**src/hw/rtl/napt_pkg.sv**
```systemverilog
package napt_pkg;

  localparam int TableEntriesDefault = 64;
  localparam logic [15:0] PORT_BASE = 16'd40000;
  localparam logic [7:0] PROTO_TCP = 8'd6;
  localparam logic [7:0] PROTO_UDP = 8'd17;

  localparam logic CMD_OUTBOUND = 1'b0;
  localparam logic CMD_INBOUND = 1'b1;

  localparam logic [1:0] STATUS_NEW = 2'd0;
  localparam logic [1:0] STATUS_EXISTING = 2'd1;
  localparam logic [1:0] STATUS_NO_MATCH = 2'd2;
  localparam logic [1:0] STATUS_FULL = 2'd3;

  localparam logic REG_PUBLIC_ADDR = 1'b0;

  typedef struct packed {
    logic        command;
    logic [7:0]  protocol;
    logic        ports_present;
    logic [31:0] src_addr;
    logic [15:0] src_port;
    logic [31:0] dst_addr;
    logic [15:0] dst_port;
    logic [15:0] old_checksum;
    logic [15:0] rest_sum;
  } in_item_t;

  typedef struct packed {
    logic [1:0]  status;
    logic [31:0] out_src_addr;
    logic [15:0] out_src_port;
    logic [31:0] out_dst_addr;
    logic [15:0] out_dst_port;
    logic [15:0] out_checksum;
  } out_item_t;

  // search key moving down the cell row, with the first hit it picked up
  typedef struct packed {
    logic        valid;
    logic        side;
    logic [31:0] addr;
    logic [15:0] port;
    logic [7:0]  protocol;
    logic        hit;
    logic [31:0] res_addr;
    logic [15:0] res_port;
  } probe_t;

  typedef struct packed {
    logic        en;
    logic [31:0] inside_addr;
    logic [15:0] inside_port;
    logic [31:0] outside_addr;
    logic [15:0] outside_port;
    logic [7:0]  protocol;
  } entry_wr_t;

  function automatic logic [15:0] hdr_checksum(logic [15:0] rest, logic [31:0] sa,
                                               logic [31:0] da);
    logic [18:0] acc;
    logic [16:0] f1;
    logic [15:0] f2;
    acc = {3'b0, rest} + {3'b0, sa[31:16]} + {3'b0, sa[15:0]} +
          {3'b0, da[31:16]} + {3'b0, da[15:0]};
    f1 = {1'b0, acc[15:0]} + {14'b0, acc[18:16]};
    f2 = f1[15:0] + {15'b0, f1[16]};
    return ~f2;
  endfunction

endpackage

```
**src/hw/rtl/napt_cell.sv**
```systemverilog
module napt_cell
  import napt_pkg::*;
#(
  parameter int TABLE_ENTRIES = TableEntriesDefault,
  parameter int IDX = 0,
  localparam int IW = (TABLE_ENTRIES > 1) ? $clog2(TABLE_ENTRIES) : 1,
  localparam int CW = $clog2(TABLE_ENTRIES + 1)
) (
  input  logic            clk,
  input  logic            rst,
  input  logic [CW-1:0]   count,
  input  entry_wr_t       wr,
  input  logic [IW-1:0]   wr_idx,
  input  probe_t          probe_in,
  output probe_t          probe_out
);

  localparam logic [CW-1:0] MyCount = CW'(IDX);
  localparam logic [IW-1:0] MyIdx = IW'(IDX);

  logic [31:0] inside_addr;
  logic [15:0] inside_port;
  logic [31:0] outside_addr;
  logic [15:0] outside_port;
  logic [7:0]  protocol;
  logic        used;
  logic        match;
  probe_t      probe_next;

  // entries fill in order, so an entry is live once the count passes it
  assign used = MyCount < count;

  always_comb begin
    if (probe_in.side == CMD_OUTBOUND) begin
      match = (inside_addr == probe_in.addr) && (inside_port == probe_in.port);
    end else begin
      match = (outside_addr == probe_in.addr) && (outside_port == probe_in.port);
    end
    match = match && used && (protocol == probe_in.protocol);
    probe_next = probe_in;
    if (!probe_in.hit && match) begin
      probe_next.hit = 1'b1;
      probe_next.res_addr = (probe_in.side == CMD_OUTBOUND) ? outside_addr : inside_addr;
      probe_next.res_port = (probe_in.side == CMD_OUTBOUND) ? outside_port : inside_port;
    end
  end

  always_ff @(posedge clk) begin
    if (wr.en && wr_idx == MyIdx) begin
      inside_addr <= wr.inside_addr;
      inside_port <= wr.inside_port;
      outside_addr <= wr.outside_addr;
      outside_port <= wr.outside_port;
      protocol <= wr.protocol;
    end
  end

  always_ff @(posedge clk) begin
    if (rst) begin
      probe_out.valid <= 1'b0;
    end else begin
      probe_out.valid <= probe_in.valid;
    end
    probe_out.side <= probe_next.side;
    probe_out.addr <= probe_next.addr;
    probe_out.port <= probe_next.port;
    probe_out.protocol <= probe_next.protocol;
    probe_out.hit <= probe_next.hit;
    probe_out.res_addr <= probe_next.res_addr;
    probe_out.res_port <= probe_next.res_port;
  end

endmodule

```
**config.mk**
```make
export PLATFORM = sky130hd
export DESIGN_NAME = napt_cell
export DESIGN_NICKNAME = d
export VERILOG_FILES = /design/src/hw/rtl/napt_pkg.sv /design/src/hw/rtl/napt_cell.sv
export SDC_FILE = /design/constraint.sdc
export NUM_CORES = 1
export LEC_CHECK = 0
export BUFFER_PORTS_ARGS = -buffer_cell sky130_fd_sc_hd__buf_2
export CAP_MARGIN = 20
export CORE_MARGIN = 3
export CORE_UTILIZATION = 32
export DETAILED_ROUTE_END_ITERATION = 12
export GPL_TIMING_DRIVEN = 1
export HOLD_SLACK_MARGIN = 0.08
export PLACE_DENSITY = 0.57
export SKIP_LAST_GASP = 1
export SYNTH_ARGS = -nofsm -noshare
export SYNTH_HDL_FRONTEND = slang
export SYNTH_SLANG_ARGS = --single-unit
```
**constraint.sdc**
```tcl
create_clock -name clk -period 11.75 [get_ports clk]
set_input_delay 1.175 -clock clk [delete_from_list [all_inputs] [get_ports clk]]
set_output_delay 1.175 -clock clk [all_outputs]
set_load 0.01 [all_outputs]
```
== Word-level counts from Yosys, hierarchy flattened ==
Index checks and enable logic that the tools add are counted.
Word-level totals
  register bits: 211
  input port bits: 227
  output and inout bits: 107
  word-level logic and storage cells: 31
Operators by class
  order comparisons: 1
  equality and inequality tests: 5
  multiplexer cells: 4
  reduce and logical (&&, ||, !) cells: 8
Operators by type and width (number)
  32-bit equality test: 2
  48-bit two-way mux: 1
  16-bit equality test: 2
  32-bit two-way mux: 1
  16-bit two-way mux: 1
  8-bit equality test: 1
  1-bit by 7-bit less-than comparator with 1-bit output (first input constant): 1
  1-bit logical AND: 6
  6-bit logical NOT: 1
  1-bit logical NOT: 1
  1-bit two-way mux: 1

== Longest topological paths before layout ==
  word-level depth: 7
  gate-level depth with buffers: 8
  depth with buffers taken out: 6

== Worst setup path after synthesis ==
No wires, ideal clock.
  path type: input to register
  start point: input port wr_idx[2]
  end point: register inside_addr[0] (enable)
  setup time: 0.834 ns
  arrival: 11.650 ns
  data required time: 10.916 ns
  path slack: -0.733 ns
  stages on the path: 2
  buffers on the path: 0
  cells stage by stage: or4b_2 > nor4_1
On the way
  cells in the longest elaborated chain, start to end: 2
Ends and longest elaborated chain
  start, declared: RTL line napt_cell.sv:13  | input logic [IW-1:0] wr_idx,
  6-bit logical NOT: RTL line napt_cell.sv:49  | if (wr.en && wr_idx == MyIdx) begin
  1-bit logical AND: RTL line napt_cell.sv:49
  end signal, assigned: RTL line napt_cell.sv:50  | inside_addr <= wr.inside_addr;
  end, declared: RTL line napt_cell.sv:21  | logic [31:0] inside_addr;
Every way passes these cells.
A chain may end at the register's enable or synchronous reset.

==> impl_metrics.tcl <==
set metrics [dict create \
    routed_wl_um 21310 \
    post-route-util_pct 45.51 \
    numPortBuffers 333 \
    dieArea_mm2 0.02567 \
    tightestPinTransition_ns 0.8806 \
    p_leak_nw 4.297 \
    crit_type "in -> reg" \
    drt-initial-drc-count 156 \
    yosysSeqAreaShare_pct 69.19 \
    clk_latency_ns 0.51 \
    ioPinCount 334 \
    post-route-cell-area_mm2 0.01046 \
    met3_usage_pct 5.447 \
    final_cell_mix "buf_2, dfxtp_1, edfxtp_1" \
    grt_use_total_pct 16.02 \
    dpl_cell_area_mm2 0.009649 \
    hold_class "reg -> reg" \
    synth_nets 692 \
    skew_ns 0.01121 \
    worstPathArrival_ns 4.57 \
    r2r_slack_ns 7.97 \
    synthToLayoutAreaGrowth_pct 37.45 \
    r2r_start "outside_port[4]" \
    cp-start-kind "input port" \
    setup.worst_path.end_class "register" \
    final_common_cell "buf_2" \
    viasPerCell 4.287 \
    peakVddDrop_mv 0.1131 \
    drt_drc_violations_left 0 \
    ctsResizeCount 0 \
    wl_per_cell_um 18.52 \
    grt_pass1_wl_um 31360 \
    first_pass_iters 4 \
    h-tree-depth 1 \
    path_max_fanout 26 \
    top_usage_layer "met2" \
    clk_pin_slew_worst_paths_ns 0.06 \
    finalSetupTns_ns 0 \
    grt.overflow.total 0 \
    cp-endpoint "probe_out[28]" \
    setup-violations-final 0 \
    postSynthAreaPerCell_um2 16.37 \
    cts_tree "built" \
    nFillCells 2202 \
    synth.cell_area_mm2 0.007610 \
    post_cts_buffers 0 \
    status "finished clean" \
    hold_viol 0 \
    cts_made_buffers 24 \
    ys_types 20 \
    min_period_ns 4.178 \
    fin_crit_sh_pct 35.56 \
    num_rows 55 \
    slew_violations 0 \
    startpoint "probe_in[102]" \
    drive_gt1_share_pct 56.22 \
    required_ns 12.14 \
    synth_seq_cells 211 \
    antenna_found_initial 5 \
    fmax_mhz 239.3 \
    grt_pass1_vias 5206 \
    numClockSinks 211 \
    start_util_pct 33.11 \
    clockRootBuffer "clkbuf_16" \
    hold_buffers 0 \
    coreArea_mm2 0.02298 \
    fin_nets 1045 \
    routabilityCongestion 0.7843 \
    vias 4934 \
    die_h_um 160.2 \
    slew_headroom_pct 41.16 \
    grt_max_degree 57 \
    antenna_left 0 \
    use_met1_pct 19.31 \
    dp_hpwl_um 16520 \
    use_met2_pct 27.96 \
    timing.rr.end "probe_out[28]" \
    die_w_um 160.2 \
    cts_buffer_depth 3 \
    synthCells 465 \
    maxCapViolations 0 \
    cellPowerDensity_mw_per_mm2 159.7 \
    rsz0062_at_grt "false" \
    r2r_cells 7 \
    yosys_warnings 0 \
]
-- sequential cells by signal (all words and copies together), names as in the netlist --
register,cells
outside_addr,32
outside_port,16
protocol,8
inside_port,16
inside_addr,32
probe_out,107
-- cells by family (layout without fill, tap and decap cells) --
logic type,after synthesis,in the layout,synth area share [%]
buffers and inverters,10,381,0.8384
multiplexers,96,96,14.21
AO/OA/AOI/OAI,1,1,0.2138
flip-flops,211,211,69.19
AND/OR/NAND/NOR,43,43,3.584
XOR/XNOR,104,104,11.97
other,0,2,0
-- worst min-delay path by stage --
stage / from / to / slack [ns] / depth (start not counted)
after floorplan: inside_addr[30] / probe_out[46] / 0.60 / 2
after global placement: inside_addr[25] / probe_out[41] / 0.62 / 2
after detailed placement: inside_addr[29] / probe_out[45] / 0.64 / 2
after CTS: inside_port[9] / probe_out[9] / 0.65 / 2
after global routing: inside_port[9] / probe_out[9] / 0.67 / 2
final: inside_addr[25] / probe_out[41] / 0.64 / 2
-- layout make-up --
type	count	area [um2]	share of cell area, %
Tap cell	313	391.6	3.744
Antenna cell	2	5.005	0.04785
Clock buffer	25	625.6	5.981
Timing Repair Buffer	337	1697	16.22
Clock inverter	19	180.2	1.722
Multi-Input combinational cell	244	2296	21.95
Sequential cell	211	5265	50.34
-- worst max-delay path, stage by stage --
cell	delay (ns)
buf_2	0.13
xor2_1	0.17
nor4_1	0.71
nand4_1	0.16
or4_4	0.59
a21oi_4	0.72
buf_4	0.50
mux2_2	0.38
-- cell usage after synthesis --
cell | number | area [um2]
a21oi_4 | 1 | 16.27
buf_1 | 1 | 3.750
buf_4 | 3 | 22.52
buf_6 | 2 | 22.52
clkbuf_1 | 4 | 15.01
dfxtp_1 | 107 | 2142
edfxtp_1 | 104 | 3123
mux2_1 | 9 | 101.4
mux2_2 | 87 | 979.7
nand3_1 | 3 | 15.01
nand4_1 | 15 | 93.84
nor2b_1 | 1 | 6.260
nor3_1 | 3 | 15.01
nor4_1 | 16 | 100.1
or2_2 | 1 | 6.260
or4_1 | 2 | 15.01
or4_4 | 1 | 11.26
or4b_2 | 1 | 10.01
xnor2_1 | 51 | 446.7
xor2_1 | 53 | 464.2
-- power by group --
| group | total, mW | internal, mW | leakage [nW] | switching (mW) |
|---|---|---|---|---|
| Sequential | 0.799 | 0.793 | 1.84 | 0.00567 |
| Clock | 0.752 | 0.454 | 0.404 | 0.297 |
| Combinational | 0.120 | 0.0631 | 2.05 | 0.0569 |
-- metal layers --
metal	routed length, um	share of wire (%)
met1	8541	40
met2	10500	49
met3	1843	8.6
met4	374	1.8
met5	50	0.23
-- metrics by stage --
stage	setup slack, ns	power [mW]	instances	hold WS, ns
after floorplan	3.680	0.8598	465	0.6033
after global routing	7.423	1.741	1150	0.6723
final	7.572	1.670	1151	0.6436
after detailed placement	6.988	0.9371	1105	0.6376
after CTS	7.526	1.697	1149	0.6515
after global placement	7.038	0.9366	1105	0.6233
No activity file was read; power rests on OpenSTA's default activity.
